==> src/rfft_pkg.sv <==
// Shared types, constants and twiddle-table math for the radix-2 FFT/IFFT block.
// No dependencies; every other file imports it.
`default_nettype none

package rfft_pkg;

	localparam int MAX_POINTS_DEF   = 1024;
	localparam int SAMPLE_BITS_DEF  = 24;
	localparam int TWIDDLE_BITS_DEF = 16;
	localparam int DATA_BITS        = 36;
	localparam int CFG_DATA_BITS    = 4;
	localparam int QUEUE_DEPTH      = 2;
	localparam logic [3:0] LOG2_RESET = 4'd10;

	localparam logic REQ_LOAD = 1'b0;
	localparam logic REQ_READ = 1'b1;

	localparam logic CFG_INVERSE = 1'b0;
	localparam logic CFG_LOG2    = 1'b1;

	// control part of one queued request
	typedef struct packed {
		logic       is_read;
		logic       last;
		logic       inv;
		logic [4:0] lg;
	} cmd_ctrl_t;

	localparam int CTRL_BITS = $bits(cmd_ctrl_t);

	typedef enum logic [3:0] {
		ST_CLEAR,
		ST_IDLE,
		ST_RD,
		ST_PA,
		ST_PB,
		ST_PC,
		ST_PD,
		ST_BA,
		ST_BB,
		ST_BC,
		ST_BD,
		ST_BE,
		ST_BF,
		ST_SA,
		ST_SB
	} back_state_t;

	localparam longint unsigned Q30_ONE = 64'd1 << 30;
	localparam longint unsigned PI_Q30  = 64'd3373259426;

	// quotient of num by a small nonzero d, shift and subtract
	function automatic longint unsigned udiv_small(input longint unsigned num,
			input longint unsigned d);
		longint unsigned q;
		longint unsigned rem;
		q   = '0;
		rem = '0;
		for (int b = 63; b >= 0; b--) begin
			rem = {rem[62:0], num[b]};
			if (rem >= d) begin
				rem  = rem - d;
				q[b] = 1'b1;
			end
		end
		return q;
	endfunction

	// cos and sin in Q30 of x (Q30, 0..pi/4), truncated Taylor series
	function automatic logic [127:0] sincos_q30(input longint unsigned x);
		longint unsigned x2;
		longint unsigned ct;
		longint unsigned st;
		longint unsigned dc;
		longint unsigned ds;
		longint          cs;
		longint          ss;
		x2 = (x * x) >> 30;
		ct = Q30_ONE;
		st = x;
		cs = longint'(Q30_ONE);
		ss = longint'(x);
		for (int i = 1; i <= 12; i++) begin
			dc = 64'((2 * i - 1) * (2 * i));
			ds = 64'((2 * i) * (2 * i + 1));
			ct = udiv_small((ct * x2) >> 30, dc);
			st = udiv_small((st * x2) >> 30, ds);
			if (i % 2 == 1) begin
				cs = cs - longint'(ct);
				ss = ss - longint'(st);
			end else begin
				cs = cs + longint'(ct);
				ss = ss + longint'(st);
			end
		end
		return {cs, ss};
	endfunction

	function automatic longint quant(input longint v, input int frac);
		longint maxv;
		longint r;
		longint w;
		maxv = (64'sd1 << frac) - 1;
		w = (v < 0) ? 64'sd0 : v;
		r = (w + (64'sd1 << (29 - frac))) >>> (30 - frac);
		return (r > maxv) ? maxv : r;
	endfunction

	// twiddle k of 2**lg points: {cos[31:0], sin[31:0]} of 2*pi*k/2**lg, both two's complement
	function automatic logic [63:0] tw_entry(input int k, input int lg, input int frac);
		longint unsigned a;
		longint unsigned n;
		longint unsigned n2;
		longint unsigned r;
		logic [1:0]      qq;
		logic [127:0]    sc;
		longint          c;
		longint          s;
		longint          cq;
		longint          sq;
		longint          cv;
		longint          sv;
		a  = 64'd8 * longint'(unsigned'(k));
		n  = 64'd1 << lg;
		n2 = n << 1;
		qq = 2'(a >> (lg + 1));
		r  = a & (n2 - 1);
		if (r <= n) begin
			sc = sincos_q30((PI_Q30 * r) >> (lg + 2));
			c  = longint'(sc[127:64]);
			s  = longint'(sc[63:0]);
		end else begin
			sc = sincos_q30((PI_Q30 * (n2 - r)) >> (lg + 2));
			s  = longint'(sc[127:64]);
			c  = longint'(sc[63:0]);
		end
		cq = quant(c, frac);
		sq = quant(s, frac);
		unique case (qq)
			2'd0: begin cv = cq;  sv = sq;  end
			2'd1: begin cv = -sq; sv = cq;  end
			2'd2: begin cv = -cq; sv = -sq; end
			2'd3: begin cv = sq;  sv = -cq; end
		endcase
		return {cv[31:0], sv[31:0]};
	endfunction

	function automatic logic [DATA_BITS-1:0] sat_data(input logic signed [DATA_BITS+2:0] v);
		if (v > $signed({4'b0000, {(DATA_BITS - 1){1'b1}}}))
			return {1'b0, {(DATA_BITS - 1){1'b1}}};
		else if (v < $signed({4'b1111, {(DATA_BITS - 1){1'b0}}}))
			return {1'b1, {(DATA_BITS - 1){1'b0}}};
		else
			return v[DATA_BITS-1:0];
	endfunction

endpackage

`default_nettype wire

==> src/rfft_front.sv <==
// Front end: input handshake, configuration registers, request classification.
// Depends on rfft_pkg; feeds rfft_queue.
`default_nettype none

module rfft_front
	import rfft_pkg::*;
#(
	parameter int MaxPoints  = MAX_POINTS_DEF,
	parameter int SampleBits = SAMPLE_BITS_DEF,
	localparam int AW  = $clog2(MaxPoints),
	localparam int IDW = ((2 * SampleBits + 7) / 8) * 8,
	localparam int CW  = CTRL_BITS + 2 * SampleBits
) (
	input  logic                     clk,
	input  logic                     arst_n,
	input  logic                     s_tvalid,
	output logic                     s_tready,
	input  logic [IDW-1:0]           s_tdata,
	input  logic                     s_tuser,
	input  logic                     s_tlast,
	input  logic                     cfg_we,
	input  logic                     cfg_index,
	input  logic [CFG_DATA_BITS-1:0] cfg_wdata,
	input  logic                     clearing,
	output logic                     push_valid,
	input  logic                     push_ready,
	output logic [CW-1:0]            push_data
);

	logic       inv_q;
	logic [3:0] lg_q;
	logic [4:0] eff_lg;
	cmd_ctrl_t  ctrl;
	logic [SampleBits-1:0] im_sel;

	always_ff @(posedge clk or negedge arst_n) begin
		if (!arst_n) begin
			inv_q <= 1'b0;
			lg_q  <= LOG2_RESET;
		end else if (cfg_we) begin
			unique case (cfg_index)
				CFG_INVERSE: inv_q <= cfg_wdata[0];
				CFG_LOG2:    lg_q  <= cfg_wdata[3:0];
			endcase
		end
	end

	always_comb begin
		if (lg_q < 4'd2)
			eff_lg = 5'd2;
		else if (int'(lg_q) > AW)
			eff_lg = 5'(AW);
		else
			eff_lg = {1'b0, lg_q};
	end

	// imaginary input only counts in inverse mode
	assign im_sel = inv_q ? s_tdata[2*SampleBits-1:SampleBits] : '0;

	always_comb begin
		ctrl.is_read = (s_tuser == REQ_READ);
		ctrl.last    = s_tlast;
		ctrl.inv     = inv_q;
		ctrl.lg      = eff_lg;
	end

	assign push_data  = {ctrl, s_tdata[SampleBits-1:0], im_sel};
	assign push_valid = s_tvalid & ~clearing;
	assign s_tready   = push_ready & ~clearing;

endmodule

`default_nettype wire

==> config.mk <==
export PLATFORM = sky130hd
export DESIGN_NAME = rfft_front
export DESIGN_NICKNAME = d
export VERILOG_FILES = /design/src/rfft_pkg.sv /design/src/rfft_front.sv
export SDC_FILE = /design/constraint.sdc
export NUM_CORES = 1
export LEC_CHECK = 0
export ABC_AREA = 1
export ABC_CLOCK_PERIOD_IN_PS = 2300
export BUFFER_PORTS_ARGS = -buffer_cell sky130_fd_sc_hd__buf_2
export CORE_UTILIZATION = 29
export DETAILED_ROUTE_END_ITERATION = 8
export MAX_ROUTING_LAYER = met4
export PLACE_DENSITY = 0.86
export SKIP_LAST_GASP = 1
export SLEW_MARGIN = 20
export SYNTH_ARGS = -nofsm -noshare
export SYNTH_HDL_FRONTEND = slang
export SYNTH_SLANG_ARGS = --single-unit
==> constraint.sdc <==
create_clock -name clk -period 2.3 [get_ports clk]
set_input_delay 0.69 -clock clk [delete_from_list [all_inputs] [get_ports clk]]
set_output_delay 0.69 -clock clk [all_outputs]
set_load 0.01 [all_outputs]
==> load_flow_metrics.sql, run 1 <==
INSERT INTO impl_metrics (metric_group, metric, value, unit) VALUES
('outcome', 'result_of_the_run', 'finished, final reports clean', ''),
('synthesis', 'postSynth.topFlopCell', 'sky130_fd_sc_hd__dfrtp_1', ''),
('clock_network', 'cts.clk_slew.worst_paths', '0.04', 'ns'),
('placement', 'globalplace.congestion', '0.687', ''),
('drt', 'drt.antenna.violating_nets', '0', ''),
('clock_network', 'post_cts_resize_count', '0', ''),
('synthesis', 'synth_xor_xnor_area_share', '0', '%'),
('die', 'fp.dieArea', '2550', 'µm²'),
('placement', 'port_bufs', '65', ''),
('clock_network', 'clock_tree.htree_level_count', '1', ''),
('global_route', 'globalRoute.totalOverflow', '0', ''),
('synthesis', 'synth_area_leaders', 'sky130_fd_sc_hd__buf_4 (32%), sky130_fd_sc_hd__nand2_1 (19%), sky130_fd_sc_hd__inv_1 (16%), sky130_fd_sc_hd__dfrtp_1 (11%), sky130_fd_sc_hd__dfstp_2 (7.7%)', ''),
('sta', 'final_worst_slack', '0.336', 'ns'),
('clock_network', 'number_of_cts_inserted_buffers', '3', ''),
('sta', 'rsz0062_at_grt', 'no', ''),
('die', 'pin_count', '119', ''),
('min_path', 'hold_path_class', 'in -> async', ''),
('die', 'die_w', '50.5', 'µm'),
('setup_path', 'cp.required', '1.61', 'ns'),
('synthesis', 'synth_edf_count', '0', ''),
('die', 'fp.dieH', '50.5', 'µm'),
('clock_network', 'post_cts_hold_buffer_count', '0', ''),
('synthesis', 'synthDistinctLibCells', '15', ''),
('final_layout', 'layout.nets', '216', ''),
('clock_network', 'postCtsSetupRepairBufs', '0', ''),
('synthesis', 'post_synth.cell_area_avg', '5.88', 'µm²'),
('drt', 'vias', '694', ''),
('global_route', 'grt_use_total', '11.5', '%'),
('final_layout', 'final_layout_size_suffix_gt1_share', '46.8', '%'),
('die', 'rows', '17', ''),
('global_route', 'via_count_of_the_first_global_routing_pass', '579', ''),
('synthesis', 'ys_seq_area_share', '18.7', '%'),
('setup_path', 'critical_path.reg2reg.endpoint', 'inv_q$_DFFE_PN0P_', ''),
('sta', 'max_clock_freq', '509', 'MHz'),
('synthesis', 'postSynth.asyncResetShare', '100', '%'),
('power', 'peakVddDrop', '0.000191', 'V'),
('placement', 'setup_slack_at_placement', '0.576', 'ns'),
('sta', 'final-setup-viol-count', '0', ''),
('setup_path', 'r2r_cells', '2', ''),
('clock_network', 'cts_buffer_depth', '2', ''),
('sta', 'finalSetupTns', '0', 'ns'),
('setup_path', 'startpoint_type', 'register', ''),
('setup_path', 'crit_start', 'inv_q$_DFFE_PN0P_', ''),
('synthesis', 'synthesis.nets', '177', ''),
('global_route', 'grt_start_max_net_pins', '17', ''),
('synthesis', 'largest_family_of_logic_cells_by_synthesized_area', 'buffers and inverters', ''),
('global_route', 'antenna_found_initial', '0', ''),
('synthesis', 'syn_area', '682', 'µm²'),
('setup_path', 'worst_setup_path_end_kind', 'output pin', ''),
('drt', 'detailedRoute.firstPassIterationCount', '3', ''),
('sta', 'tmin_final', '1.96', 'ns'),
('setup_path', 'rrSetupSlack', '1.50', 'ns'),
('synthesis', 'adder_cell_area_share_of_the_yosys_netlist', '0', '%'),
('sta', 'timing_max_transition_violations_final', '0', ''),
('drt', 'drc', '0', ''),
('setup_path', 'worst-path-max-fanout', '16', ''),
('clock_network', 'clock-sinks', '5', ''),
('synthesis', 'synth_area_leader_cell', 'sky130_fd_sc_hd__buf_4', ''),
('sta', 'skew', '0', 'ns'),
('drt', 'route.detailed.wl_per_inst', '7.91', 'µm'),
('drt', 'detail_route.wirelength', '1440', 'µm'),
('run', 'cap_viol_max_count', '0', ''),
('power', 'post-layout-total-power', '0.387', 'mW'),
('synthesis', 'leading_post_synthesis_cells_by_instance_count', 'sky130_fd_sc_hd__nand2_1 (35), sky130_fd_sc_hd__buf_4 (29), sky130_fd_sc_hd__inv_1 (29)', ''),
('synthesis', 'synthMostInstantiatedCell', 'sky130_fd_sc_hd__nand2_1', ''),
('final_layout', 'syn_to_final_growth', '22.0', '%'),
('setup_path', 'crit_path_end', 'push_data[1]', ''),
('sta', 'hold_violations', '0', ''),
('global_route', 'grt_pass1_wl', '2140', 'µm'),
('setup_path', 'timing.setup.critical_path_class', 'reg -> out', ''),
('setup_path', 'worstPathArrival', '1.27', 'ns');
layer usage:
metal,track usage [%],up-vias,wire [µm]
met3,4.55,4,191
met1,9.89,280,511
met4,7.87,0,26
met5,-,-,0
li1,-,367,-
met2,20.4,43,710
report_power, final:
group	total, mW	switching (mW)	internal (mW)
sequential	0.118	0.0153	0.103
clock	0.0990	0.0336	0.0654
combinational	0.170	0.0915	0.0785
total	0.387	0.140	0.247
cell usage in the layout, fill, tap and decap left out:
cell / count
sky130_fd_sc_hd__o21ai_0: 1
sky130_fd_sc_hd__nand3_1: 2
sky130_fd_sc_hd__nand2_1: 35
sky130_fd_sc_hd__inv_1: 29
sky130_fd_sc_hd__o21ai_1: 1
sky130_fd_sc_hd__a21oi_1: 2
sky130_fd_sc_hd__conb_1: 1
sky130_fd_sc_hd__dfrtp_1: 3
sky130_fd_sc_hd__buf_4: 1
sky130_fd_sc_hd__a21boi_0: 1
sky130_fd_sc_hd__nand2_2: 1
sky130_fd_sc_hd__nor2_1: 6
sky130_fd_sc_hd__clkbuf_1: 1
sky130_fd_sc_hd__buf_2: 65
sky130_fd_sc_hd__clkbuf_4: 3
sky130_fd_sc_hd__dfstp_2: 2
stage by stage:
step | cells | cell area (µm²)
final | 182 | 832
after global routing | 182 | 832
after CTS | 182 | 832
after detailed placement | 178 | 806
after global placement | 178 | 806
after floorplan | 116 | 682
worst min path at each step:
stage,cells after the start,endpoint,slack (ns),from
after floorplan,0,inv_q$_DFFE_PN0P_,0.39,arst_n
after global placement,2,lg_q[1]$_DFFE_PN1P_,0.47,lg_q[1]$_DFFE_PN1P_
after global routing,1,lg_q[0]$_DFFE_PN0P_,0.26,arst_n
final,1,lg_q[0]$_DFFE_PN0P_,0.26,arst_n
after detailed placement,2,lg_q[1]$_DFFE_PN1P_,0.48,lg_q[1]$_DFFE_PN1P_
after CTS,1,lg_q[0]$_DFFE_PN0P_,0.25,arst_n
flip-flops by register name (all words and copies together) (netlist names):
| register | cells |
|---|---|
| inv_q | 1 |
| lg_q | 4 |
layout make-up:
type | instances | area, µm²
tap | 28 | 35.0
sequential | 5 | 128
fill | 254 | 1380
timing repair buffer | 66 | 333
multi-input combinational | 50 | 201
inverter | 29 | 109
clock buffer | 4 | 26.3
cells by family after synthesis:
family,Yosys count
other,1
AND/OR/NAND/NOR,44
AO/OA/AOI/OAI,5
flip-flops,5
buffers and inverters,61
worst max-delay path: stages (launching register included):
cell	delay, ns
sky130_fd_sc_hd__dfrtp_1	0.54
sky130_fd_sc_hd__buf_4	0.26
sky130_fd_sc_hd__nand2_1	0.06
sky130_fd_sc_hd__inv_1	0.05
sky130_fd_sc_hd__buf_2	0.12
(Power assumes the default switching activity.)
==> inputs of run 2 (changes only) <==
--- a/config.mk
+++ b/config.mk
@@ -8,6 +8,7 @@
 export ABC_AREA = 1
 export ABC_CLOCK_PERIOD_IN_PS = 2300
 export BUFFER_PORTS_ARGS = -buffer_cell sky130_fd_sc_hd__buf_2
+export CORE_ASPECT_RATIO = 0.9
 export CORE_UTILIZATION = 29
 export DETAILED_ROUTE_END_ITERATION = 8
 export MAX_ROUTING_LAYER = met4
==> load_flow_metrics.sql, run 2 (same netlist as run 1, synthesis figures left out) <==
INSERT INTO impl_metrics (metric_group, metric, value, unit) VALUES
('global_route', 'grt_pass1_wl', '1770', 'µm'),
('sta', 'hold_violations', '0', ''),
('clock_network', 'clock_tree.htree_level_count', '1', ''),
('placement', 'globalplace.congestion', '0.700', ''),
('final_layout', 'seq_area', '128', 'µm²'),
('final_layout', 'insertedDiodeCount', '0', ''),
('sta', 'timing_max_transition_violations_final', '0', ''),
('global_route', 'via_count_of_the_first_global_routing_pass', '443', ''),
('clock_network', 'post_cts_resize_count', '0', ''),
('global_route', 'grt_use_total', '10.3', '%'),
('global_route', 'globalRoute.totalOverflow', '0', ''),
('final_layout', 'largest_registers', 'lg_q x4, inv_q x1', ''),
('clock_network', 'cts-root-buf', 'sky130_fd_sc_hd__clkbuf_4', ''),
('drt', 'detail_route.wirelength', '1500', 'µm'),
('setup_path', 'cp.required', '1.61', 'ns'),
('final_layout', 'final_util', '37.7', '%'),
('die', 'die_w', '53.1', 'µm'),
('setup_path', 'startpoint_type', 'register', ''),
('setup_path', 'worst_setup_path_end_kind', 'output pin', ''),
('drt', 'vias', '695', ''),
('power', 'leakage', '0.692', 'nW'),
('final_layout', 'final_layout_size_suffix_gt1_share', '46.8', '%'),
('clock_network', 'clock-sinks', '5', ''),
('sta', 'max_clock_freq', '532', 'MHz'),
('setup_path', 'timing.setup.critical_path_class', 'reg -> out', ''),
('sta', 'final-setup-viol-count', '0', ''),
('final_layout', 'layout.nets', '216', ''),
('clock_network', 'cts_buffer_depth', '2', ''),
('min_path', 'hold_path_class', 'in -> async', ''),
('sta', 'timing.final.crit_share', '81.7', '%'),
('die', 'core_region_area', '2200', 'µm²'),
('placement', 'place.detailed.hpwl', '1230', 'µm'),
('clock_network', 'postCtsSetupRepairBufs', '0', ''),
('final_layout', 'syn_to_final_growth', '21.8', '%'),
('drt', 'drt.antenna.violating_nets', '0', ''),
('die', 'rows', '16', ''),
('final_layout', 'largest_register', 'lg_q', ''),
('setup_path', 'worst-path-max-fanout', '6', ''),
('final_layout', 'multi_input_area', '201', 'µm²'),
('final_layout', 'max_reg_flops', '4', ''),
('power', 'peakVddDrop', '0.000195', 'V'),
('sta', 'rsz0062_at_grt', 'no', ''),
('die', 'fp.dieArea', '2550', 'µm²'),
('setup_path', 'worstPathArrival', '1.19', 'ns'),
('final_layout', 'layoutNonFillerInstCount', '181', ''),
('clock_network', 'cts_tree', 'yes', ''),
('die', 'pin_count', '119', ''),
('global_route', 'antenna_found_initial', '0', ''),
('drt', 'drc', '0', ''),
('die', 'fp.dieH', '48.0', 'µm'),
('clock_network', 'number_of_cts_inserted_buffers', '3', ''),
('final_layout', 'num-fill-cells', '250', ''),
('clock_network', 'cts.clk_slew.worst_paths', '0.04', 'ns'),
('drt', 'post_drt_via_cell_ratio', '3.84', ''),
('clock_network', 'insertion_delay', '0.23', 'ns'),
('die', 'starting_utilization_of_the_core_area', '31.0', '%'),
('sta', 'skew', '0', 'ns'),
('sta', 'tmin_final', '1.88', 'ns'),
('drt', 'route.detailed.wl_per_inst', '8.30', 'µm'),
('outcome', 'result_of_the_run', 'finished, final reports clean', ''),
('final_layout', 'final_cell_mix', 'sky130_fd_sc_hd__buf_2 (65), sky130_fd_sc_hd__nand2_1 (35), sky130_fd_sc_hd__inv_1 (29), sky130_fd_sc_hd__nor2_1 (6)', ''),
('clock_network', 'post_cts_hold_buffer_count', '0', ''),
('power', 'powerDensity', '467', 'nW/µm²'),
('drt', 'detailedRoute.firstPassIterationCount', '2', ''),
('global_route', 'grt_start_max_net_pins', '27', ''),
('placement', 'port_bufs', '65', ''),
('drt', 'detail_route.iter0.violations', '6', ''),
('sta', 'finalSetupTns', '0', 'ns'),
('run', 'cap_viol_max_count', '0', ''),
('placement', 'dp.cells', '177', ''),
('final_layout', 'final_common_cell', 'sky130_fd_sc_hd__buf_2', '');
[run 2: critical path, stage by stage (launching register included)]
cell and delay [ns]:
sky130_fd_sc_hd__dfstp_2 0.56, sky130_fd_sc_hd__nor2_1 0.06, sky130_fd_sc_hd__nand2_2 0.06, sky130_fd_sc_hd__nand2_1 0.05, sky130_fd_sc_hd__nor2_1 0.09, sky130_fd_sc_hd__buf_2 0.13
[run 2: stage by stage]
step,power [mW],hold WS [ns],cell area (µm²),worst slack (ns)
after floorplan,0.266,0.394,682,0.742
after global placement,0.289,0.472,805,0.550
after detailed placement,0.293,0.495,805,0.553
after CTS,0.395,0.251,831,0.398
after global routing,0.431,0.248,831,0.331
final,0.388,0.255,831,0.421
[run 2: where the power goes]
group	internal [mW]	switching, mW	total, mW
combinational	0.0785	0.0985	0.177
clock	0.0654	0.0333	0.0987
sequential	0.103	0.00909	0.112
total	0.247	0.141	0.388
[run 2: area by class of cell]
class / instances / area share (%)
inverters: 29 / 13.1
well taps: 27 / 4.07
flip-flops and latches: 5 / 15.4
multi-input cells: 50 / 24.2
repair buffers: 66 / 40.1
clock buffers: 4 / 3.16
[run 2: worst paths after layout]
check / startpoint / end / slack [ns] / cells past startpoint
max: lg_q[3]$_DFFE_PN1P_ / push_data[48] / 0.42 / 5
min: arst_n / lg_q[2]$_DFFE_PN0P_ / 0.26 / 1
max reg2reg: inv_q$_DFFE_PN0P_ / inv_q$_DFFE_PN0P_ / 1.46 / 3
min reg2reg: lg_q[1]$_DFFE_PN1P_ / lg_q[1]$_DFFE_PN1P_ / 0.50 / 2
max in group asynchronous: arst_n / lg_q[1]$_DFFE_PN1P_ / 1.84 / 1
min in group clk: lg_q[1]$_DFFE_PN1P_ / lg_q[1]$_DFFE_PN1P_ / 0.50 / 2
[run 2: routing by layer]
metal,routed length [µm],GRT usage [%]
met5,0,-
met3,159,4.76
met1,623,11.6
met4,8,6.84
met2,711,14.7
