### src/rfft_pkg.sv
// Shared types, constants and twiddle-table math for the radix-2 FFT/IFFT block.
// No dependencies; every other file imports it.
`default_nettype none

package rfft_pkg;

	localparam int MAX_POINTS_DEF   = 1024;
	localparam int SAMPLE_BITS_DEF  = 24;
	localparam int TWIDDLE_BITS_DEF = 16;
	localparam int DATA_BITS        = 36;
	localparam int CFG_DATA_BITS    = 4;
	localparam int QUEUE_DEPTH      = 2;
	localparam logic [3:0] LOG2_RESET = 4'd10;

	localparam logic REQ_LOAD = 1'b0;
	localparam logic REQ_READ = 1'b1;

	localparam logic CFG_INVERSE = 1'b0;
	localparam logic CFG_LOG2    = 1'b1;

	// control part of one queued request
	typedef struct packed {
		logic       is_read;
		logic       last;
		logic       inv;
		logic [4:0] lg;
	} cmd_ctrl_t;

	localparam int CTRL_BITS = $bits(cmd_ctrl_t);

	typedef enum logic [3:0] {
		ST_CLEAR,
		ST_IDLE,
		ST_RD,
		ST_PA,
		ST_PB,
		ST_PC,
		ST_PD,
		ST_BA,
		ST_BB,
		ST_BC,
		ST_BD,
		ST_BE,
		ST_BF,
		ST_SA,
		ST_SB
	} back_state_t;

	localparam longint unsigned Q30_ONE = 64'd1 << 30;
	localparam longint unsigned PI_Q30  = 64'd3373259426;

	// quotient of num by a small nonzero d, shift and subtract
	function automatic longint unsigned udiv_small(input longint unsigned num,
			input longint unsigned d);
		longint unsigned q;
		longint unsigned rem;
		q   = '0;
		rem = '0;
		for (int b = 63; b >= 0; b--) begin
			rem = {rem[62:0], num[b]};
			if (rem >= d) begin
				rem  = rem - d;
				q[b] = 1'b1;
			end
		end
		return q;
	endfunction

	// cos and sin in Q30 of x (Q30, 0..pi/4), truncated Taylor series
	function automatic logic [127:0] sincos_q30(input longint unsigned x);
		longint unsigned x2;
		longint unsigned ct;
		longint unsigned st;
		longint unsigned dc;
		longint unsigned ds;
		longint          cs;
		longint          ss;
		x2 = (x * x) >> 30;
		ct = Q30_ONE;
		st = x;
		cs = longint'(Q30_ONE);
		ss = longint'(x);
		for (int i = 1; i <= 12; i++) begin
			dc = 64'((2 * i - 1) * (2 * i));
			ds = 64'((2 * i) * (2 * i + 1));
			ct = udiv_small((ct * x2) >> 30, dc);
			st = udiv_small((st * x2) >> 30, ds);
			if (i % 2 == 1) begin
				cs = cs - longint'(ct);
				ss = ss - longint'(st);
			end else begin
				cs = cs + longint'(ct);
				ss = ss + longint'(st);
			end
		end
		return {cs, ss};
	endfunction

	function automatic longint quant(input longint v, input int frac);
		longint maxv;
		longint r;
		longint w;
		maxv = (64'sd1 << frac) - 1;
		w = (v < 0) ? 64'sd0 : v;
		r = (w + (64'sd1 << (29 - frac))) >>> (30 - frac);
		return (r > maxv) ? maxv : r;
	endfunction

	// twiddle k of 2**lg points: {cos[31:0], sin[31:0]} of 2*pi*k/2**lg, both two's complement
	function automatic logic [63:0] tw_entry(input int k, input int lg, input int frac);
		longint unsigned a;
		longint unsigned n;
		longint unsigned n2;
		longint unsigned r;
		logic [1:0]      qq;
		logic [127:0]    sc;
		longint          c;
		longint          s;
		longint          cq;
		longint          sq;
		longint          cv;
		longint          sv;
		a  = 64'd8 * longint'(unsigned'(k));
		n  = 64'd1 << lg;
		n2 = n << 1;
		qq = 2'(a >> (lg + 1));
		r  = a & (n2 - 1);
		if (r <= n) begin
			sc = sincos_q30((PI_Q30 * r) >> (lg + 2));
			c  = longint'(sc[127:64]);
			s  = longint'(sc[63:0]);
		end else begin
			sc = sincos_q30((PI_Q30 * (n2 - r)) >> (lg + 2));
			s  = longint'(sc[127:64]);
			c  = longint'(sc[63:0]);
		end
		cq = quant(c, frac);
		sq = quant(s, frac);
		unique case (qq)
			2'd0: begin cv = cq;  sv = sq;  end
			2'd1: begin cv = -sq; sv = cq;  end
			2'd2: begin cv = -cq; sv = -sq; end
			2'd3: begin cv = sq;  sv = -cq; end
		endcase
		return {cv[31:0], sv[31:0]};
	endfunction

	function automatic logic [DATA_BITS-1:0] sat_data(input logic signed [DATA_BITS+2:0] v);
		if (v > $signed({4'b0000, {(DATA_BITS - 1){1'b1}}}))
			return {1'b0, {(DATA_BITS - 1){1'b1}}};
		else if (v < $signed({4'b1111, {(DATA_BITS - 1){1'b0}}}))
			return {1'b1, {(DATA_BITS - 1){1'b0}}};
		else
			return v[DATA_BITS-1:0];
	endfunction

endpackage

`default_nettype wire

### src/rfft_queue.sv
// Short request queue between the front end and the transform engine.
// Depends on rfft_pkg for the default depth.
`default_nettype none

module rfft_queue
	import rfft_pkg::*;
#(
	parameter int Width = 8,
	parameter int Depth = QUEUE_DEPTH,
	localparam int PW = $clog2(Depth)
) (
	input  logic             clk,
	input  logic             arst_n,
	input  logic             push_valid,
	output logic             push_ready,
	input  logic [Width-1:0] push_data,
	output logic             pop_valid,
	input  logic             pop,
	output logic [Width-1:0] pop_data
);

	logic [Width-1:0] slot_q [Depth];
	logic [PW-1:0]    wr_ptr_q;
	logic [PW-1:0]    rd_ptr_q;
	logic [PW:0]      count_q;
	logic             do_push;
	logic             do_pop;

	assign push_ready = (count_q != (PW + 1)'(Depth));
	assign pop_valid  = (count_q != '0);
	assign pop_data   = slot_q[rd_ptr_q];
	assign do_push    = push_valid & push_ready;
	assign do_pop     = pop & pop_valid;

	always_ff @(posedge clk) begin
		if (do_push)
			slot_q[wr_ptr_q] <= push_data;
	end

	always_ff @(posedge clk or negedge arst_n) begin
		if (!arst_n) begin
			wr_ptr_q <= '0;
			rd_ptr_q <= '0;
			count_q  <= '0;
		end else begin
			if (do_push)
				wr_ptr_q <= wr_ptr_q + 1'b1;
			if (do_pop)
				rd_ptr_q <= rd_ptr_q + 1'b1;
			if (do_push && !do_pop)
				count_q <= count_q + 1'b1;
			else if (!do_push && do_pop)
				count_q <= count_q - 1'b1;
		end
	end

endmodule

`default_nettype wire

### config.mk
export PLATFORM = sky130hd
export DESIGN_NAME = rfft_queue
export DESIGN_NICKNAME = d
export VERILOG_FILES = /design/src/rfft_pkg.sv /design/src/rfft_queue.sv
export SDC_FILE = /design/constraint.sdc
export NUM_CORES = 1
export LEC_CHECK = 0
export CORE_AREA = 2 2 39 41
export CTS_BUF_LIST = sky130_fd_sc_hd__clkbuf_8 sky130_fd_sc_hd__clkbuf_16
export DETAILED_ROUTE_END_ITERATION = 16
export DIE_AREA = 0 0 41 43
export DONT_BUFFER_PORTS = 1
export GPL_TIMING_DRIVEN = 0
export PLACE_DENSITY = 0.8
export SYNTH_ARGS = -nofsm -noshare
export SYNTH_HDL_FRONTEND = slang
export SYNTH_SLANG_ARGS = --single-unit
### constraint.sdc
create_clock -name clk -period 2.75 [get_ports clk]
set_input_delay 0.55 -clock clk [delete_from_list [all_inputs] [get_ports clk]]
set_output_delay 0.55 -clock clk [all_outputs]
set_load 0.02 [all_outputs]
==> results.py, run 1 <==
metrics = {
    "clock_network": {
        "cts-resized-gates": 0,
        "post_cts_buffers": 0,
        "clock_path_buffers": 2,
        "h-tree-depth": 1,
        "cts_buffers": 3,
        "clock_sink_count": 20,
        "cts-root-buf": "clkbuf_8",
        "cts.clk_slew.worst_paths_ns": 0.06,
        "cts_tree": "built",
        "insertion_delay_ns": 0.24,
    },
    "timing": {
        "fmax_mhz": 568,
        "tightestPinTransition_ns": 0.649,
        "relSlewSlack_pct": 56.6,
        "rsz0062_at_grt": "no",
        "finalCritPeriodShare_pct": 64.0,
        "final-hold-violation-count": 0,
        "fin_tns_setup_ns": 0,
        "fin_worst_skew_ns": 0.00328,
        "finalSetupViolCount": 0,
        "slew_viol_final": 0,
        "fin_crit_ns": 1.76,
    },
    "logic_synthesis": {
        "synth_fp_nets": 56,
        "yosysWarnings": 0,
        "synth_area_um2": 787,
        "ys_seq_area_share_pct": 73.8,
        "synthDistinctLibCells": 14,
        "syn_avg_cell_area_um2": 18.3,
        "synth_cells": 43,
        "ys_ff_latch": 20,
    },
    "route": {
        "drc": 0,
        "firstDrtPassIters": 3,
        "postRouteAntennaNets": 0,
        "drt_iter0_drc": 3,
        "via_count": 342,
        "drt-total-wl_mm": 1.06,
        "wl_per_cell_um": 16.6,
        "via_per_inst": 5.34,
    },
    "power": {
        "pwr-share-comb_pct": 35.4,
        "p_seq_share_pct": 46.8,
        "swShare_pct": 33.4,
        "powerDensity_nw_per_um2": 1150,
        "ir_drop_v": 0.000619,
        "switchingPower_uw": 331,
        "power.share.clock_pct": 17.9,
        "p_int_uw": 662,
        "leakage_nw": 0.319,
    },
    "worst_setup_path": {
        "crit_end": "pop_data[2]",
        "worstSetupPathType": "reg2out",
        "worst_r2r_endpoint": "slot_q[0][1]",
        "endpoint_kind": "primary output",
        "reg2regPathDepth": 3,
        "rrSetupSlack_ns": 1.14,
        "cp-start-kind": "register",
        "cp.required_ns": 2.20,
        "cp.arrival_ns": 1.21,
        "cp-startpoint": "rd_ptr_q",
        "rr_startpoint": "count_q[0]",
        "path_max_fanout": 9,
    },
    "global_routing": {
        "use_met1_pct": 12.9,
        "use_met2_pct": 24.4,
        "grt-ovfl-total": 0,
        "grt.total_usage_pct": 14.3,
        "antenna_found_initial": 0,
        "grt_pass1_wl_mm": 1.57,
        "grt_use_met3_pct": 4.71,
        "grt-busiest-layer": "met2",
        "first_global_vias": 377,
        "grt_max_degree": 12,
    },
    "die": {
        "rows": 14,
        "core_um2": 1380,
        "die_h_um": 43,
        "ios": 22,
        "start_util_pct": 56.9,
        "die_x_um": 41,
        "dieArea_um2": 1760,
    },
    "finish": {
        "final_common_cell": "edfxtp_1",
        "nets": 62,
        "drive_gt1_share_pct": 31.3,
        "num_antenna_cells": 0,
        "final_cell_mix": "edfxtp_1, mux2_2, dfrtp_1, xnor2_1, clkbuf_8",
        "area_growth_pct": 9.54,
        "stdcell_count": 64,
    },
    "place": {
        "io_buffer_count": 0,
        "place_inst": 59,
        "place_congestion": 0.650,
    },
    "job": {
        "maxCapViolCount": 0,
    },
    "outcome": {
        "status": "complete, no violations",
    },
    "worst_hold_path": {
        "hp-class": "in2reg",
    },
}
synth_stat cells:
library cell  instances  area [um^2]
edfxtp_1             16          480
mux2_2                8         90.1
dfrtp_1               4          100
xnor2_1               3         26.3
nor2_1                2         7.51
xor2_1                2         17.5
and3_1                1         6.26
buf_2                 1         5.00
ha_1                  1         12.5
inv_1                 1         3.75
nand2_1               1         3.75
nand2_4               1         11.3
nand2b_4              1         13.8
or2_4                 1         8.76
worst min path at each step:
stage	startpoint	to	slack, ns	cells past startpoint
6_report	push_data[2]	slot_q[0][2]	0.40	0
5_1_grt	push_data[6]	slot_q[1][6]	0.38	0
4_1_cts	push_data[5]	slot_q[0][5]	0.39	0
3_5_place_dp	arst_n	count_q[0]	0.25	0
3_3_place_gp	arst_n	count_q[0]	0.25	0
2_1_floorplan	arst_n	count_q[0]	0.25	0
final cells by class:
class	instances	area [um^2]
inverters	1	3.75
clock buffers	3	41.3
plain buffers	1	5.00
clock inverters	1	3.75
flip-flops and latches	20	581
multi-input cells	21	198
well taps	16	20.0
repair buffers	1	10.0
fillers	103	522
stage by stage:
stage          worst slack, ns  hold WS [ns]  power (mW)  utilization [%]  area (um^2)
6_report                 0.990         0.396       0.993             62.3          862
5_1_grt                  0.930         0.383        1.04             62.3          862
4_1_cts                  0.972         0.390        1.01             62.3          862
3_5_place_dp              1.12         0.254       0.825             58.3          807
3_3_place_gp              1.18         0.254       0.810             58.3          807
2_1_floorplan             1.31         0.254       0.777                -          787
power by group through the flow:
stage	logic (mW)	clock network (mW)	registers [mW]
after floorplan	0.316	0	0.461
after global placement	0.345	0	0.465
after detailed placement	0.354	0	0.471
after CTS	0.358	0.184	0.466
after global routing	0.376	0.195	0.472
final	0.351	0.178	0.464
critical path: stages (launching register included):
cell and delay (ns):
dfrtp_1 0.32, buf_2 0.22, mux2_2 0.42
what timing repair did:
| action | in CTS | in global routing |
|---|---|---|
| hold endpoints to repair | 4 | 0 |
| hold buffers | 1 | 0 |
| endpoints found under the setup margin | 0 | 0 |
sequential cells by signal, indices dropped and copies added, names as in the netlist:
| name | cells |
|---|---|
| count_q | 2 |
| wr_ptr_q | 1 |
| slot_q | 16 |
| rd_ptr_q | 1 |
metal layers:
layer  vias up  share of wire, %
li1        163                 -
met1       165                34
met2        12                56
met3         2               8.7
met4         0               1.1
met5         -                 0
kinds of logic (layout without fill, tap and decap cells):
logic type               after synthesis  in the layout  synth area share (%)
multiplexers                           8              8                  11.4
buffers and inverters                  2              7                  1.11
AND/OR/NAND/NOR                        7              7                  6.52
adder cells (fa/ha/maj)                1              1                  1.59
XOR/XNOR                               5              5                  5.57
flip-flops                            20             20                  73.8
Power figures use the tool's default switching activity.
==> inputs of run 2 (changes only) <==
Settings changed: ABC_AREA set to 1, CORE_AREA 2 2 39 41 to 2 2 41 43, DIE_AREA 0 0 41 43 to 0 0 43 45, PLACE_DENSITY 0.8 to 0.76.
Clock period 2.75 ns to 1.8 ns, I/O delays scaled along.
==> results.py, run 2 <==
metrics = {
    "worst_hold_path": {
        "hp-class": "in2reg",
        "hold_start": "push_data[5]",
        "min_to": "slot_q[0][5]",
        "whs_path_depth": 0,
    },
    "logic_synthesis": {
        "ys_seq_area_share_pct": 70.2,
        "synth.most_common_cell": "nand2_1",
        "syn_avg_cell_area_um2": 11.8,
        "synthDistinctLibCells": 14,
        "ys.flop_type": "edfxtp_1",
        "ys_ff_latch": 20,
        "synth_edf_count": 16,
        "synth_fp_nets": 83,
        "synth_cells": 70,
        "yosysWarnings": 0,
        "synth_top_cell_area_share_pct": 58.1,
        "yosys-top-cells-area": "edfxtp_1, nand2_1, dfrtp_1",
        "async_flop_share_pct": 20.0,
        "synth_area_um2": 827,
        "synth.largest_area_cell": "edfxtp_1",
        "synth_common_cells": "nand2_1, edfxtp_1, dfrtp_1, inv_1, inv_2",
    },
    "clock_network": {
        "cts.clk_slew.worst_paths_ns": 0.07,
        "h-tree-depth": 1,
        "cts-root-buf": "clkbuf_8",
        "cts_tree": "built",
        "cts_buffers": 3,
        "cts-resized-gates": 0,
        "insertion_delay_ns": 0.25,
        "clock_sink_count": 20,
        "clock_path_buffers": 2,
    },
    "worst_setup_path": {
        "cp.required_ns": 1.69,
        "worstSetupPathType": "reg2reg",
        "rr_startpoint": "count_q[1]",
        "cp.arrival_ns": 1.45,
        "endpoint_kind": "register",
        "rrSetupSlack_ns": 0.24,
        "path_max_fanout": 8,
        "worst_r2r_endpoint": "slot_q[0][6]",
        "cp-start-kind": "register",
        "reg2regPathDepth": 3,
    },
    "job": {
        "maxCapViolCount": 0,
    },
    "finish": {
        "reg.largest.list": "slot_q x16, count_q x2",
        "stdcell_count": 91,
        "final_common_cell": "nand2_1",
        "largest_reg_flops": 16,
        "drive_gt1_share_pct": 17.3,
        "num_antenna_cells": 0,
        "final_cell_mix": "nand2_1, edfxtp_1, inv_1, dfrtp_1",
        "nets": 89,
        "area_growth_pct": 12.3,
        "top_register": "slot_q",
    },
    "place": {
        "dp_hpwl_um": 907,
        "place_congestion": 0.803,
        "place_inst": 86,
        "dp_slack_ns": 0.228,
        "io_buffer_count": 0,
    },
    "power": {
        "powerDensity_nw_per_um2": 1900,
        "ir_drop_v": 0.00102,
        "leakage_nw": 0.406,
    },
    "global_routing": {
        "grt-ovfl-total": 0,
        "grt_max_degree": 13,
        "first_global_vias": 461,
        "grt_pass1_wl_mm": 1.99,
        "grt-busiest-layer": "met2",
        "use_met1_pct": 15.8,
        "grt.total_usage_pct": 15.3,
        "antenna_found_initial": 0,
        "grt_use_met3_pct": 6.00,
        "use_met2_pct": 25.8,
    },
    "die": {
        "ios": 22,
        "die_x_um": 43,
        "start_util_pct": 56.2,
        "rows": 14,
        "dieArea_um2": 1940,
        "die_h_um": 45,
        "core_um2": 1470,
    },
    "route": {
        "postRouteAntennaNets": 0,
        "wl_per_cell_um": 13.9,
        "drc": 0,
        "drt-total-wl_mm": 1.27,
        "drt_iter0_drc": 11,
        "firstDrtPassIters": 4,
        "via_per_inst": 5.29,
        "via_count": 481,
    },
    "timing": {
        "rsz0062_at_grt": "no",
        "setup_slack_ns": 0.238,
        "finalSetupViolCount": 0,
        "tightestPinTransition_ns": 0.688,
        "slew_viol_final": 0,
        "fin_crit_ns": 1.56,
        "fin_tns_setup_ns": 0,
        "finalCritPeriodShare_pct": 86.8,
        "fmax_mhz": 640,
        "final-hold-violation-count": 0,
        "relSlewSlack_pct": 53.9,
        "fin_worst_skew_ns": 0.00271,
    },
    "outcome": {
        "status": "complete, no violations",
    },
}
[run 2: critical path, cell delays in order, from the launching register on]
cell     delay, ns
dfrtp_1       0.44
nand2_4       0.14
nand2_4       0.07
nor2_1        0.53
[run 2: per-layer routing]
layer,vias to the layer above,wire length (um)
li1,234,-
met1,211,470
met2,28,641
met3,8,115
met4,0,39
met5,-,0
[run 2: repair_timing]
item,CTS,global route
hold buffers,1,0
endpoints found under the hold margin,4,0
buffers inserted,0,0
[run 2: layout make-up]
cell class                      instances  area, um^2
Sequential cell                        20         581
Fill cell                             124         543
Multi-Input combinational cell         42         209
Clock buffer                            3        41.3
Clock inverter                          1        30.0
Inverter                                7        26.3
Tap cell                               16        20.0
Buffer                                  1        11.3
Timing Repair Buffer                    1        10.0
[run 2: kinds of logic (layout without fill, tap and decap cells)]
group | Yosys count | after routing | synth area share (%)
flip-flops | 20 | 20 | 70.2
AND/OR/NAND/NOR | 39 | 39 | 20.7
buffers and inverters | 8 | 13 | 4.54
XOR/XNOR | 2 | 2 | 3.03
adder cells (fa/ha/maj) | 1 | 1 | 1.51
[run 2: report_power, final]
part | internal [mW] | total (mW) | leakage (nW) | switching (mW)
clock network | 0.296 | 0.437 | 0.0357 | 0.140
logic | 0.160 | 0.621 | 0.174 | 0.461
registers | 0.647 | 0.706 | 0.196 | 0.0590
[run 2: stage by stage]
| step | hold WS, ns | utilization [%] | total power [mW] | cell area (um^2) |
|---|---|---|---|---|
| after floorplan | 0.0644 | - | 1.24 | 827 |
| after global placement | 0.0645 | 57.6 | 1.31 | 847 |
| after detailed placement | 0.0645 | 57.6 | 1.34 | 847 |
| after CTS | 0.191 | 63.1 | 1.78 | 928 |
| after global routing | 0.180 | 63.1 | 1.86 | 928 |
| final | 0.197 | 63.1 | 1.76 | 928 |
[run 2: worst max-delay path by stage]
stage | from | end | slack, ns | cells after the start
floorplan | count_q[0] | slot_q[0][0] | 0.45 | 4
global placement | count_q[0] | slot_q[1][3] | 0.27 | 4
detailed placement | count_q[0] | slot_q[1][3] | 0.23 | 4
CTS | count_q[1] | slot_q[1][1] | 0.22 | 3
global route | count_q[0] | slot_q[1][1] | 0.14 | 4
finish | count_q[1] | slot_q[0][6] | 0.24 | 3
==> inputs of run 3 (changes only) <==
Settings changed: ABC_AREA 1 to 0, CORE_AREA 2 2 41 43 to 2 2 40 42, DIE_AREA 0 0 43 45 to 0 0 42 44.
==> results.py, run 3 (synthesis results as in run 1) <==
metrics = {
    "outcome": {
        "status": "complete, no violations",
    },
    "clock_network": {
        "clock_sink_count": 20,
        "h-tree-depth": 1,
        "post_cts_buffers": 0,
        "cts.clk_slew.worst_paths_ns": 0.06,
        "cts-root-buf": "clkbuf_8",
        "cts_buffers": 3,
        "cts-resized-gates": 0,
        "clock_path_buffers": 2,
        "insertion_delay_ns": 0.25,
        "cts_tree": "built",
    },
    "global_routing": {
        "grt_max_degree": 11,
        "antenna_found_initial": 0,
        "grt-ovfl-total": 0,
        "grt.total_usage_pct": 13.6,
        "grt_pass1_wl_mm": 1.68,
        "first_global_vias": 381,
    },
    "worst_setup_path": {
        "cp.required_ns": 1.68,
        "path_max_fanout": 8,
        "cp.arrival_ns": 1.51,
        "endpoint_kind": "register",
        "worstSetupPathType": "reg2reg",
        "cp-start-kind": "register",
    },
    "timing": {
        "finalSetupViolCount": 0,
        "final-hold-violation-count": 0,
        "fin_tns_setup_ns": 0,
        "hold_slack_ns": 0.204,
        "fin_worst_skew_ns": 0.000996,
        "fin_crit_ns": 1.63,
        "slew_viol_final": 0,
        "relSlewSlack_pct": 54.6,
        "finalCritPeriodShare_pct": 90.5,
        "tightestPinTransition_ns": 0.679,
        "rsz0062_at_grt": "no",
        "fmax_mhz": 614,
    },
    "die": {
        "die_h_um": 44,
        "rows": 14,
        "die_x_um": 42,
        "dieArea_um2": 1850,
        "core_um2": 1420,
        "ios": 22,
        "start_util_pct": 55.5,
    },
    "route": {
        "postRouteAntennaNets": 0,
        "drt-total-wl_mm": 1.10,
        "drt_iter0_drc": 0,
        "wl_per_cell_um": 17.4,
        "firstDrtPassIters": 1,
        "drc": 0,
        "via_count": 346,
        "via_per_inst": 5.49,
    },
    "finish": {
        "reg.largest.list": "slot_q x16, count_q x2",
        "final_cell_area_um2": 858,
        "fillCellCount": 114,
        "top_register": "slot_q",
        "final_common_cell": "edfxtp_1",
        "final-seq-area_um2": 581,
        "drive_gt1_share_pct": 31.9,
        "multi_input_area_um2": 198,
        "largest_reg_flops": 16,
        "area_growth_pct": 9.06,
        "num_antenna_cells": 0,
        "final_cell_mix": "edfxtp_1, mux2_2, dfrtp_1, xnor2_1, clkbuf_8",
        "nets": 62,
    },
    "place": {
        "dp_hpwl_um": 759,
        "place_congestion": 0.600,
        "io_buffer_count": 0,
        "post_dp_cell_area_um2": 807,
    },
    "power": {
        "powerDensity_nw_per_um2": 1780,
        "ir_drop_v": 0.00105,
        "power.share.clock_pct": 17.8,
        "p_seq_share_pct": 46.7,
        "p_int_mw": 1.01,
        "switchingPower_uw": 518,
        "swShare_pct": 33.9,
        "leakage_nw": 0.317,
        "pwr-share-comb_pct": 35.5,
    },
    "worst_hold_path": {
        "hp-class": "in2reg",
    },
    "job": {
        "maxCapViolCount": 0,
    },
}
run 3: layer usage:
metal  global-route usage [%]  part of all wire, %  up-vias
met5                        0                    0        -
met4                     13.5                  1.5        0
met3                     5.00                  7.5        2
met2                     22.2                   55       12
met1                     13.1                   36      169
li1                         -                    -      163
run 3: worst max-delay path, cell delays in order (launching register included):
cell and delay [ns]:
dfrtp_1 0.42, nand2b_4 0.20, nand2_1 0.11, nor2_1 0.54
run 3: layout make-up:
| cell class | instances | area share [%] |
|---|---|---|
| repair buffers | 1 | 1.17 |
| clock buffers | 3 | 4.81 |
| flip-flops and latches | 20 | 67.6 |
| inverters | 1 | 0.437 |
| plain buffers | 1 | 0.583 |
| multi-input cells | 21 | 23.0 |
| well taps | 16 | 2.33 |
run 3: path summary, 6_finish.rpt:
check                              from           end  slack, ns  cells after the start
max                          count_q[0]  slot_q[0][5]       0.17                      3
min                        push_data[4]  slot_q[0][4]       0.20                      0
max reg2reg                  count_q[0]  slot_q[0][5]       0.17                      3
min reg2reg                    wr_ptr_q      wr_ptr_q       0.52                      1
max in group asynchronous        arst_n    count_q[1]       1.25                      1
min in group asynchronous        arst_n      wr_ptr_q       0.38                      1
run 3: through the flow:
step	power, mW	worst slack, ns	utilization (%)	instances
floorplan	1.19	0.385	-	43
global placement	1.24	0.243	56.9	59
detailed placement	1.27	0.143	56.9	59
CTS	1.55	0.138	60.5	63
global route	1.62	0.0180	60.5	63
finish	1.53	0.170	60.5	63
run 3: power by group through the flow:
stage | Sequential, mW | Combinational (mW) | Clock, mW
finish | 0.713 | 0.542 | 0.272
global route | 0.723 | 0.591 | 0.303
CTS | 0.714 | 0.553 | 0.283
detailed placement | 0.720 | 0.546 | 0
global placement | 0.709 | 0.526 | 0
floorplan | 0.704 | 0.483 | 0
run 3: repair_timing:
item / CTS / global route
hold buffers: 1 / 0
hold endpoints to repair: 4 / 0
endpoints found under the setup margin: 0 / 0
